<file path="config.mk">
export PLATFORM = sky130hd
export DESIGN_NAME = hid_keyboard_report_tracker_flat
export DESIGN_NICKNAME = d
export VERILOG_FILES = /design/src/rtl/core/hkrt_pkg.sv /design/src/rtl/core/hkrt_stream_if.sv /design/src/rtl/core/hid_keyboard_report_tracker.sv /design/src/flat_wrapper.sv
export SDC_FILE = /design/constraint.sdc
export NUM_CORES = 1
export LEC_CHECK = 0
export ABC_AREA = 1
export BUFFER_PORTS_ARGS = -buffer_cell sky130_fd_sc_hd__buf_4
export CORE_ASPECT_RATIO = 2
export CORE_UTILIZATION = 65
export CTS_CLUSTER_DIAMETER = 150
export DETAILED_ROUTE_END_ITERATION = 10
export PLACE_DENSITY_LB_ADDON = 0.1
export SLEW_MARGIN = 20
export SYNTH_ARGS = -nofsm -noshare
export SYNTH_HDL_FRONTEND = slang
export SYNTH_SLANG_ARGS = --single-unit
</file>
<file path="constraint.sdc">
create_clock -name clock -period 14.8 [get_ports clock]
set_input_delay 1.48 -clock clock [delete_from_list [all_inputs] [get_ports clock]]
set_output_delay 1.48 -clock clock [all_outputs]
set_load 0.02 [all_outputs]
</file>
<file path="src/rtl/core/hkrt_pkg.sv">
`timescale 1ns / 1ps
package hkrt_pkg;

   localparam int BOOT_KEY_SLOTS      = 6;
   localparam int CONSUMER_SLOT_COUNT = 30;

   localparam int KEY_CODE_FIRST      = 1;
   localparam int KEY_CODE_LAST       = 256;
   localparam int CONSUMER_CODE_FIRST = 257;
   localparam int CONSUMER_CODE_END   = 1280;
   localparam int CONSUMER_USAGE_BASE = 256;
   localparam int MOD_FIRST           = 224;
   localparam int BITMAP_ROWS         = 32;
   localparam int BOOT_KEY_FIELDS     = 6;

   localparam int CODE_W  = 11;
   localparam int USAGE_W = 10;
   localparam int SLOT_W  = 5;

   typedef struct packed {
      logic [CODE_W-1:0] key_code;
      logic              pressed;
   } req_payload_type;

   typedef struct packed {
      logic [7:0]         modifiers;
      logic [7:0]         boot_key_0;
      logic [7:0]         boot_key_1;
      logic [7:0]         boot_key_2;
      logic [7:0]         boot_key_3;
      logic [7:0]         boot_key_4;
      logic [7:0]         boot_key_5;
      logic               boot_changed;
      logic               consumer_changed;
      logic [SLOT_W-1:0]  consumer_slot;
      logic [USAGE_W-1:0] consumer_value;
   } rsp_payload_type;

endpackage

</file>
<file path="src/rtl/core/hkrt_stream_if.sv">
`timescale 1ns / 1ps
interface hkrt_stream_if #(
   parameter type payload_type = logic
);
   logic        valid;
   logic        ready;
   payload_type payload;

   modport source (output valid, output payload, input ready);
   modport sink (input valid, input payload, output ready);
endinterface

</file>
<file path="src/rtl/core/hid_keyboard_report_tracker.sv">
`timescale 1ns / 1ps
// HID boot keyboard report tracker with a consumer-key slot table.
// req_stream carries key events (key_code, pressed); rsp_stream returns one
// report transaction per event: the boot report (modifier mask and the first
// pressed keycodes below 224 in ascending order), a boot change flag and the
// consumer slot written by the event, if any.
// Key state lives in a 32 x 8 bitmap RAM, consumer usages in a slot RAM; both
// have a registered read port and are walked one entry per cycle.
// One event is handled at a time. Steps from accept to result valid:
//   keyboard code, bitmap changed : read-modify-write, then a rebuild walk
//                                   over bitmap rows 0..28
//   keyboard code, no change      : bitmap read and compare only
//   consumer code                 : slot walk, then a slot write if needed
//   ignored code                  : straight to the result register
// req_stream.ready is high only while no event is in flight, so the next
// event is taken only after the result of the last one is loaded.
// Reset (synchronous, active high) marks all bitmap rows and slots as empty
// and clears the report; no clearing pass is needed.
// The result sits in an output register; while rsp_stream stalls the block
// finishes the next event and holds it until the register frees up.
module hid_keyboard_report_tracker #(
   parameter int BOOT_KEY_SLOTS      = hkrt_pkg::BOOT_KEY_SLOTS,
   parameter int CONSUMER_SLOT_COUNT = hkrt_pkg::CONSUMER_SLOT_COUNT
) (
   input logic           clock,
   input logic           reset,
   hkrt_stream_if.sink   req_stream,
   hkrt_stream_if.source rsp_stream
);

   localparam int SLOT_IW  = (CONSUMER_SLOT_COUNT > 1) ? $clog2(CONSUMER_SLOT_COUNT) : 1;
   localparam int SLOT_CW  = $clog2(CONSUMER_SLOT_COUNT + 1);
   localparam int KEY_IW   = (BOOT_KEY_SLOTS > 1) ? $clog2(BOOT_KEY_SLOTS) : 1;
   localparam int KEY_NW   = $clog2(BOOT_KEY_SLOTS + 1);
   localparam int ROW_W    = $clog2(hkrt_pkg::BITMAP_ROWS);
   localparam int MOD_ROW  = hkrt_pkg::MOD_FIRST / 8;
   localparam int CODE_W   = hkrt_pkg::CODE_W;
   localparam int USAGE_W  = hkrt_pkg::USAGE_W;

   localparam logic [2:0] S_IDLE     = 3'd0;
   localparam logic [2:0] S_KEY_WR   = 3'd1;
   localparam logic [2:0] S_SCAN     = 3'd2;
   localparam logic [2:0] S_CON_SCAN = 3'd3;
   localparam logic [2:0] S_CON_WR   = 3'd4;
   localparam logic [2:0] S_DONE     = 3'd5;

   logic [2:0]               state_ff, state_in;
   logic [CODE_W-1:0]        code_ff, code_in;
   logic                     press_ff, press_in;
   logic                     boot_chg_ff, boot_chg_in;
   logic                     cons_chg_ff, cons_chg_in;
   logic [SLOT_IW-1:0]       cslot_ff, cslot_in;
   logic [USAGE_W-1:0]       cval_ff, cval_in;

   logic [7:0]               mods_ff, mods_in;
   logic [7:0]               keys_ff [BOOT_KEY_SLOTS];
   logic [7:0]               keys_in [BOOT_KEY_SLOTS];
   logic [KEY_NW-1:0]        key_cnt_ff, key_cnt_in;

   logic [ROW_W-1:0]         scan_ff, scan_in;
   logic                     proc_vld_ff, proc_vld_in;
   logic [ROW_W-1:0]         proc_row_ff, proc_row_in;

   logic [SLOT_CW-1:0]       cidx_ff, cidx_in;
   logic                     cproc_vld_ff, cproc_vld_in;
   logic [SLOT_IW-1:0]       cproc_idx_ff, cproc_idx_in;
   logic                     match_found_ff, match_found_in;
   logic [SLOT_IW-1:0]       match_idx_ff, match_idx_in;
   logic                     free_found_ff, free_found_in;
   logic [SLOT_IW-1:0]       free_idx_ff, free_idx_in;

   hkrt_pkg::rsp_payload_type rsp_ff, rsp_in;
   logic                      rsp_valid_ff, rsp_valid_in;

   // bitmap RAM
   logic [7:0]                        bitmap_mem [hkrt_pkg::BITMAP_ROWS];
   logic [hkrt_pkg::BITMAP_ROWS-1:0]  row_valid_ff;
   logic [7:0]                        bitmap_rd_ff;
   logic                              bitmap_hit_ff;
   logic [ROW_W-1:0]                  bm_rd_addr;
   logic                              bm_we;
   logic [ROW_W-1:0]                  bm_wr_row;
   logic [7:0]                        bm_wr_data;
   logic [7:0]                        bm_byte;

   // consumer slot RAM
   logic [USAGE_W-1:0]                slot_mem [CONSUMER_SLOT_COUNT];
   logic [CONSUMER_SLOT_COUNT-1:0]    slot_valid_ff;
   logic [USAGE_W-1:0]                slot_rd_ff;
   logic                              slot_hit_ff;
   logic [SLOT_IW-1:0]                slot_rd_addr;
   logic                              slot_we;
   logic [SLOT_IW-1:0]                slot_wr_idx;
   logic [USAGE_W-1:0]                slot_wr_data;
   logic [USAGE_W-1:0]                slot_val;

   logic                req_take;
   logic                req_is_key;
   logic                req_is_con;
   logic [7:0]          req_kc;
   logic [7:0]          cur_kc;
   logic [USAGE_W-1:0]  usage;
   logic [7:0]          new_byte;
   logic                scan_issue;
   logic                rsp_load;
   logic [7:0]          boot_out [hkrt_pkg::BOOT_KEY_FIELDS];

   assign req_stream.ready = (state_ff == S_IDLE);
   assign req_take         = req_stream.valid && req_stream.ready;
   assign req_is_key       = req_stream.payload.key_code inside
      {[CODE_W'(hkrt_pkg::KEY_CODE_FIRST):CODE_W'(hkrt_pkg::KEY_CODE_LAST)]};
   assign req_is_con       = req_stream.payload.key_code inside
      {[CODE_W'(hkrt_pkg::CONSUMER_CODE_FIRST):CODE_W'(hkrt_pkg::CONSUMER_CODE_END - 1)]};
   assign req_kc           = 8'(req_stream.payload.key_code - CODE_W'(1));
   assign cur_kc           = 8'(code_ff - CODE_W'(1));
   assign usage            = USAGE_W'(code_ff - CODE_W'(hkrt_pkg::CONSUMER_USAGE_BASE));
   assign bm_byte          = bitmap_hit_ff ? bitmap_rd_ff : 8'd0;
   assign slot_val         = slot_hit_ff ? slot_rd_ff : '0;
   assign scan_issue       = (state_ff == S_SCAN) && (scan_ff <= ROW_W'(MOD_ROW));

   assign rsp_stream.valid   = rsp_valid_ff;
   assign rsp_stream.payload = rsp_ff;

   generate
      for (genvar k = 0; k < hkrt_pkg::BOOT_KEY_FIELDS; k++) begin : g_boot
         if (k < BOOT_KEY_SLOTS) begin : g_used
            assign boot_out[k] = keys_ff[k];
         end else begin : g_zero
            assign boot_out[k] = 8'd0;
         end
      end
   endgenerate

   always_comb begin
      new_byte = bm_byte;
      new_byte[cur_kc[2:0]] = press_ff;
   end

   always_comb begin
      bm_rd_addr   = (state_ff == S_IDLE) ? req_kc[7:3] : scan_ff;
      slot_rd_addr = (state_ff == S_IDLE) ? '0 : cidx_ff[SLOT_IW-1:0];
   end

   always_comb begin
      logic [KEY_NW-1:0] cnt;

      cnt            = key_cnt_ff;
      state_in       = state_ff;
      code_in        = code_ff;
      press_in       = press_ff;
      boot_chg_in    = boot_chg_ff;
      cons_chg_in    = cons_chg_ff;
      cslot_in       = cslot_ff;
      cval_in        = cval_ff;
      mods_in        = mods_ff;
      keys_in        = keys_ff;
      key_cnt_in     = key_cnt_ff;
      scan_in        = scan_ff;
      proc_vld_in    = scan_issue;
      proc_row_in    = scan_ff;
      cidx_in        = cidx_ff;
      cproc_vld_in   = 1'b0;
      cproc_idx_in   = slot_rd_addr;
      match_found_in = match_found_ff;
      match_idx_in   = match_idx_ff;
      free_found_in  = free_found_ff;
      free_idx_in    = free_idx_ff;
      bm_we          = 1'b0;
      bm_wr_row      = cur_kc[7:3];
      bm_wr_data     = new_byte;
      slot_we        = 1'b0;
      slot_wr_idx    = free_idx_ff;
      slot_wr_data   = usage;
      rsp_load       = 1'b0;

      case (state_ff)
         S_IDLE: begin
            if (req_take) begin
               code_in        = req_stream.payload.key_code;
               press_in       = req_stream.payload.pressed;
               boot_chg_in    = 1'b0;
               cons_chg_in    = 1'b0;
               cslot_in       = '0;
               cval_in        = '0;
               match_found_in = 1'b0;
               free_found_in  = 1'b0;
               cidx_in        = SLOT_CW'(1);
               if (req_is_key) begin
                  state_in = S_KEY_WR;
               end else if (req_is_con) begin
                  cproc_vld_in = 1'b1;
                  state_in     = S_CON_SCAN;
               end else begin
                  state_in = S_DONE;
               end
            end
         end
         S_KEY_WR: begin
            if (bm_byte[cur_kc[2:0]] != press_ff) begin
               bm_we       = 1'b1;
               boot_chg_in = 1'b1;
               scan_in     = '0;
               mods_in     = 8'd0;
               key_cnt_in  = '0;
               for (int k = 0; k < BOOT_KEY_SLOTS; k++) begin
                  keys_in[k] = 8'd0;
               end
               state_in = S_SCAN;
            end else begin
               state_in = S_DONE;
            end
         end
         S_SCAN: begin
            if (scan_issue) begin
               scan_in = scan_ff + ROW_W'(1);
            end
            if (proc_vld_ff) begin
               if (proc_row_ff == ROW_W'(MOD_ROW)) begin
                  mods_in  = bm_byte;
                  state_in = S_DONE;
               end else begin
                  for (int b = 0; b < 8; b++) begin
                     if (bm_byte[b] && (cnt < KEY_NW'(BOOT_KEY_SLOTS))) begin
                        keys_in[cnt[KEY_IW-1:0]] = {proc_row_ff, 3'(b)};
                        cnt = cnt + KEY_NW'(1);
                     end
                  end
                  key_cnt_in = cnt;
               end
            end
         end
         S_CON_SCAN: begin
            if (cidx_ff < SLOT_CW'(CONSUMER_SLOT_COUNT)) begin
               cproc_vld_in = 1'b1;
               cidx_in      = cidx_ff + SLOT_CW'(1);
            end
            if (cproc_vld_ff) begin
               if ((slot_val == usage) && !match_found_ff) begin
                  match_found_in = 1'b1;
                  match_idx_in   = cproc_idx_ff;
               end
               if ((slot_val == '0) && !free_found_ff) begin
                  free_found_in = 1'b1;
                  free_idx_in   = cproc_idx_ff;
               end
               if (cproc_idx_ff == SLOT_IW'(CONSUMER_SLOT_COUNT - 1)) begin
                  state_in = S_CON_WR;
               end
            end
         end
         S_CON_WR: begin
            if (press_ff) begin
               if (!match_found_ff && free_found_ff) begin
                  slot_we      = 1'b1;
                  slot_wr_idx  = free_idx_ff;
                  slot_wr_data = usage;
                  cons_chg_in  = 1'b1;
                  cslot_in     = free_idx_ff;
                  cval_in      = usage;
               end
            end else if (match_found_ff) begin
               slot_we      = 1'b1;
               slot_wr_idx  = match_idx_ff;
               slot_wr_data = '0;
               cons_chg_in  = 1'b1;
               cslot_in     = match_idx_ff;
               cval_in      = '0;
            end
            state_in = S_DONE;
         end
         S_DONE: begin
            if (!rsp_valid_ff || rsp_stream.ready) begin
               rsp_load = 1'b1;
               state_in = S_IDLE;
            end
         end
         default: begin
            state_in = S_IDLE;
         end
      endcase
   end

   always_comb begin
      rsp_in                  = rsp_ff;
      rsp_in.modifiers        = mods_ff;
      rsp_in.boot_key_0       = boot_out[0];
      rsp_in.boot_key_1       = boot_out[1];
      rsp_in.boot_key_2       = boot_out[2];
      rsp_in.boot_key_3       = boot_out[3];
      rsp_in.boot_key_4       = boot_out[4];
      rsp_in.boot_key_5       = boot_out[5];
      rsp_in.boot_changed     = boot_chg_ff;
      rsp_in.consumer_changed = cons_chg_ff;
      rsp_in.consumer_slot    = hkrt_pkg::SLOT_W'(cslot_ff);
      rsp_in.consumer_value   = cval_ff;
      rsp_valid_in            = rsp_load || (rsp_valid_ff && !rsp_stream.ready);
   end

   always_ff @(posedge clock) begin
      if (bm_we) begin
         bitmap_mem[bm_wr_row] <= bm_wr_data;
      end
      bitmap_rd_ff  <= bitmap_mem[bm_rd_addr];
      bitmap_hit_ff <= row_valid_ff[bm_rd_addr];
   end

   always_ff @(posedge clock) begin
      if (slot_we) begin
         slot_mem[slot_wr_idx] <= slot_wr_data;
      end
      slot_rd_ff  <= slot_mem[slot_rd_addr];
      slot_hit_ff <= slot_valid_ff[slot_rd_addr];
   end

   always_ff @(posedge clock) begin
      if (reset) begin
         state_ff      <= S_IDLE;
         rsp_valid_ff  <= 1'b0;
         row_valid_ff  <= '0;
         slot_valid_ff <= '0;
         mods_ff       <= 8'd0;
         key_cnt_ff    <= '0;
         for (int k = 0; k < BOOT_KEY_SLOTS; k++) begin
            keys_ff[k] <= 8'd0;
         end
         proc_vld_ff   <= 1'b0;
         cproc_vld_ff  <= 1'b0;
      end else begin
         state_ff     <= state_in;
         rsp_valid_ff <= rsp_valid_in;
         if (bm_we) begin
            row_valid_ff[bm_wr_row] <= 1'b1;
         end
         if (slot_we) begin
            slot_valid_ff[slot_wr_idx] <= 1'b1;
         end
         mods_ff      <= mods_in;
         key_cnt_ff   <= key_cnt_in;
         keys_ff      <= keys_in;
         proc_vld_ff  <= proc_vld_in;
         cproc_vld_ff <= cproc_vld_in;
      end
   end

   always_ff @(posedge clock) begin
      code_ff        <= code_in;
      press_ff       <= press_in;
      boot_chg_ff    <= boot_chg_in;
      cons_chg_ff    <= cons_chg_in;
      cslot_ff       <= cslot_in;
      cval_ff        <= cval_in;
      scan_ff        <= scan_in;
      proc_row_ff    <= proc_row_in;
      cidx_ff        <= cidx_in;
      cproc_idx_ff   <= cproc_idx_in;
      match_found_ff <= match_found_in;
      match_idx_ff   <= match_idx_in;
      free_found_ff  <= free_found_in;
      free_idx_ff    <= free_idx_in;
      if (rsp_load) begin
         rsp_ff <= rsp_in;
      end
   end

endmodule

</file>
<file path="src/flat_wrapper.sv">
// flat-port wrapper written by rule: the top's interface ports become plain ports
module hid_keyboard_report_tracker_flat 
#(
   parameter int BOOT_KEY_SLOTS      = hkrt_pkg::BOOT_KEY_SLOTS,
   parameter int CONSUMER_SLOT_COUNT = hkrt_pkg::CONSUMER_SLOT_COUNT
)
  (clock, reset, req_stream_valid, req_stream_payload, req_stream_ready, rsp_stream_valid, rsp_stream_payload, rsp_stream_ready);
  hkrt_stream_if #(.payload_type(hkrt_pkg::req_payload_type)) req_stream_i ();
  hkrt_stream_if #(.payload_type(hkrt_pkg::rsp_payload_type)) rsp_stream_i ();
  input logic clock;
  input logic reset;
  input wire logic [$bits(req_stream_i.valid)-1:0] req_stream_valid;
  input wire logic [$bits(req_stream_i.payload)-1:0] req_stream_payload;
  output wire logic [$bits(req_stream_i.ready)-1:0] req_stream_ready;
  output wire logic [$bits(rsp_stream_i.valid)-1:0] rsp_stream_valid;
  output wire logic [$bits(rsp_stream_i.payload)-1:0] rsp_stream_payload;
  input wire logic [$bits(rsp_stream_i.ready)-1:0] rsp_stream_ready;
  assign req_stream_i.valid = req_stream_valid;
  assign req_stream_i.payload = req_stream_payload;
  assign req_stream_ready = req_stream_i.ready;
  assign rsp_stream_valid = rsp_stream_i.valid;
  assign rsp_stream_payload = rsp_stream_i.payload;
  assign rsp_stream_i.ready = rsp_stream_ready;
  hid_keyboard_report_tracker #(.BOOT_KEY_SLOTS(BOOT_KEY_SLOTS), .CONSUMER_SLOT_COUNT(CONSUMER_SLOT_COUNT)) u_core (.clock(clock), .reset(reset), .req_stream(req_stream_i), .rsp_stream(rsp_stream_i));
endmodule
</file>
==> impl_metrics.py <==
metrics = {
    "run": {
        "max_cap_viol_count": 0,
    },
    "timing": {
        "fin_setup_tns_ps": 0,
        "finalHoldViolations": 0,
        "max_freq_mhz": 205,
        "skew_ps": 20.6,
        "worst_slew_pin_slew_ps": 1170,
        "finalSetupViolations": 0,
        "rsz0062_at_grt": "false",
        "drv_slew": 0,
        "relSlewSlack": 0.219,
        "final.min_clock_period_ps": 4890,
        "period_share": 0.330,
        "hold_ws_ps": 421,
    },
    "clock_network": {
        "cts_sinks": 836,
        "htreeDepth": 3,
        "ctsLongestPathBuffers": 3,
        "holdBufCountCts": 0,
        "cts_buffers": 70,
        "cts_tree": "built",
        "postCtsSetupBuffers": 0,
        "clock_latency_ps": 620,
        "cts.clk_slew.worst_paths_ps": 70,
        "clockRootBuffer": "clkbuf_16",
        "ctsResizeCount": 0,
    },
    "cells_and_area": {
        "final_nets": 3112,
        "layout_commonest_cell": "edfxtp_1",
        "finalCoreUtilization": 0.731,
        "ff_latch_area_mm2": 0.0235,
        "fin_area_mm2": 0.0380,
        "num-fill-cells": 3520,
        "multi_input_area_mm2": 0.00965,
        "drive_gt1_frac": 0.124,
        "final_cell_mix": "679 x edfxtp_1, 527 x nor2_1, 326 x o21ai_0",
        "area_growth_syn_to_layout_pct": 10.4,
    },
    "route": {
        "drt_iter0_markers": 2496,
        "via_per_inst": 6.34,
        "ant_nets": 0,
        "drtPass1Iterations": 6,
        "wl_um": 90900,
        "wl_per_cell_um": 23.9,
        "drc": 0,
        "vias": 24200,
    },
    "logic_synthesis": {
        "syn_inst": 3043,
        "yosys.area.top_type": "edfxtp_1",
        "synth_edf_count": 679,
        "avgSynthCellArea_um2": 11.3,
        "yosysSeqAreaShare": 0.684,
        "yosysWarnings": 0,
        "synth_top_cells_by_area": "edfxtp_1 59%, dfxtp_1 9.1%, nor2_1 6.0%, o21ai_0 4.9%, nand2_1 3.1%",
        "ys_types": 52,
        "yosys_register_bits": 836,
        "syn_nets": 3066,
        "synthArstFlopShare": 0,
        "netlist.area_leader.share": 0.593,
        "synth_area_mm2": 0.0344,
        "ys.flop_type": "edfxtp_1",
    },
    "floorplanning": {
        "die_w_um": 165,
        "die_h_um": 327,
        "core_mm2": 0.0520,
        "dieArea_mm2": 0.0539,
        "row_count": 118,
        "ios": 91,
        "initial_utilization": 0.662,
    },
    "placement": {
        "io_buffer_count": 90,
        "gp_congestion": 0.969,
        "place_hpwl_um": 60800,
        "placed_cell_area_mm2": 0.0357,
    },
    "worst_setup_path": {
        "crit_type": "primary input to register",
        "critPathMaxFanout": 65,
        "crit_required_ps": 15260,
        "critPathLaunchType": "primary input",
        "end_kind": "register",
        "crit_arrival_ps": 5350,
    },
    "power": {
        "p_total_mw": 7.89,
        "pwr_density_cell_mw_per_mm2": 208,
        "leakagePower_nw": 13.0,
        "vdd_ir_drop_max_mv": 0.248,
    },
    "global_route": {
        "grt_overflow": 0,
        "grt_max_degree": 101,
        "antenna_found_initial": 0,
        "grt_pass1_wl_um": 136000,
        "grtUsageTotal": 0.342,
        "grt_pass1_vias": 23700,
    },
    "run_status": {
        "outcome": "finished clean",
    },
    "min_path": {
        "hold_class": "register to register",
    },
}
==> cell usage after synthesis, types with 2 or more instances <==
library cell	instances
edfxtp_1	679
nor2_1	546
o21ai_0	334
nand2_1	286
inv_1	177
dfxtp_1	157
clkbuf_1	145
a21oi_1	124
nand3_1	110
o221ai_1	90
o22ai_1	64
o211ai_1	56
nand2_2	27
nor3_1	26
inv_2	21
nand4_1	19
a31oi_1	16
o21ai_1	16
a311oi_1	11
a32oi_1	11
nand2_4	11
or2_2	11
nand3_2	10
o21ba_2	10
and3_1	9
xor2_1	8
ha_1	7
nor2_4	7
buf_1	6
clkinv_1	6
nor2_2	5
a21oi_4	4
nand3_4	4
xnor2_1	4
inv_4	3
nand4_2	3
a2111oi_0	2
o2111ai_1	2
o21ai_2	2
o311ai_0	2
==> critical path, stage by stage <==
cell and delay, ps:
buf_4 110, nor3_1 420, inv_1 120, nor2_1 210, xnor2_1 150, nand2_1 70, nand2_1 50, buf_4 550
clkinv_1 720, buf_4 530, o21ai_0 170, o221ai_1 120, and3_1 210, a311oi_1 320, a31oi_1 70
==> cells by family after synthesis <==
family	after synthesis	share of synthesized area
AO/OA/AOI/OAI	748	0.132
XOR/XNOR	12	0.00306
adder cells (fa/ha/maj)	7	0.00255
buffers and inverters	360	0.0399
flip-flops	836	0.684
AND/OR/NAND/NOR	1080	0.138
==> routing by layer <==
metal  vias up  global-route usage  share of wire
met5         -                   0              0
met4         0               0.255          0.082
met3       337              0.0495          0.061
met2      1134               0.622           0.54
met1     11700               0.347           0.32
li1      11000                   -              -
==> per-stage QoR <==
stage | setup slack (ps) | std cells
final | 9910 | 3808
after global routing | 9710 | 3807
after CTS | 10010 | 3807
after detailed placement | 9420 | 3677
after global placement | 9560 | 3677
after floorplan | 9180 | 3043
==> cell type report <==
| cell class | instances | area share |
|---|---|---|
| inverter | 208 | 0.0210 |
| multi-input combinational | 1847 | 0.254 |
| timing repair buffer | 126 | 0.0249 |
| tap | 660 | 0.0217 |
| clock inverter | 36 | 0.00817 |
| clock buffer | 94 | 0.0501 |
| sequential | 836 | 0.620 |
| antenna | 1 | 0.0000659 |
==> registers in the layout, summed over array words and instances (netlist names), 3 cells and up <==
register,cells
u_core.match_idx_ff,5
u_core.boot_out,48
u_core.rsp_stream.payload,73
u_core.bitmap_rd_ff,8
u_core.code_ff,10
u_core.row_valid_ff,32
u_core.state_ff,3
u_core.cslot_ff,5
u_core.cval_ff,10
u_core.proc_row_ff,5
u_core.bitmap_mem,256
u_core.slot_rd_ff,10
u_core.proc_row_in,5
u_core.slot_valid_ff,30
u_core.cproc_idx_ff,5
u_core.free_idx_ff,5
u_core.key_cnt_ff,3
u_core.cidx_ff,5
u_core.mods_ff,8
u_core.slot_mem,300
==> path summary, 6_finish.rpt <==
check / from / to / slack (ps) / depth (start not counted)
setup reg to reg: u_core.code_ff[0] / u_core.bitmap_mem[27][3] / 9920 / 12
setup / recovery: req_stream_payload[2] / u_core.bitmap_rd_ff[2] / 9910 / 15
hold reg to reg: u_core.cval_ff[3] / u_core.rsp_stream.payload[3] / 420 / 0
hold / removal: u_core.cval_ff[3] / u_core.rsp_stream.payload[3] / 420 / 0
==> power by group <==
group          switching [mW]  leakage [nW]  internal, mW
clock                   0.838          1.09         0.969
combinational            2.28          4.45         0.785
sequential              0.102          7.46          2.91
total                    3.22          13.0          4.67
No activity file was read; power rests on OpenSTA's default activity.
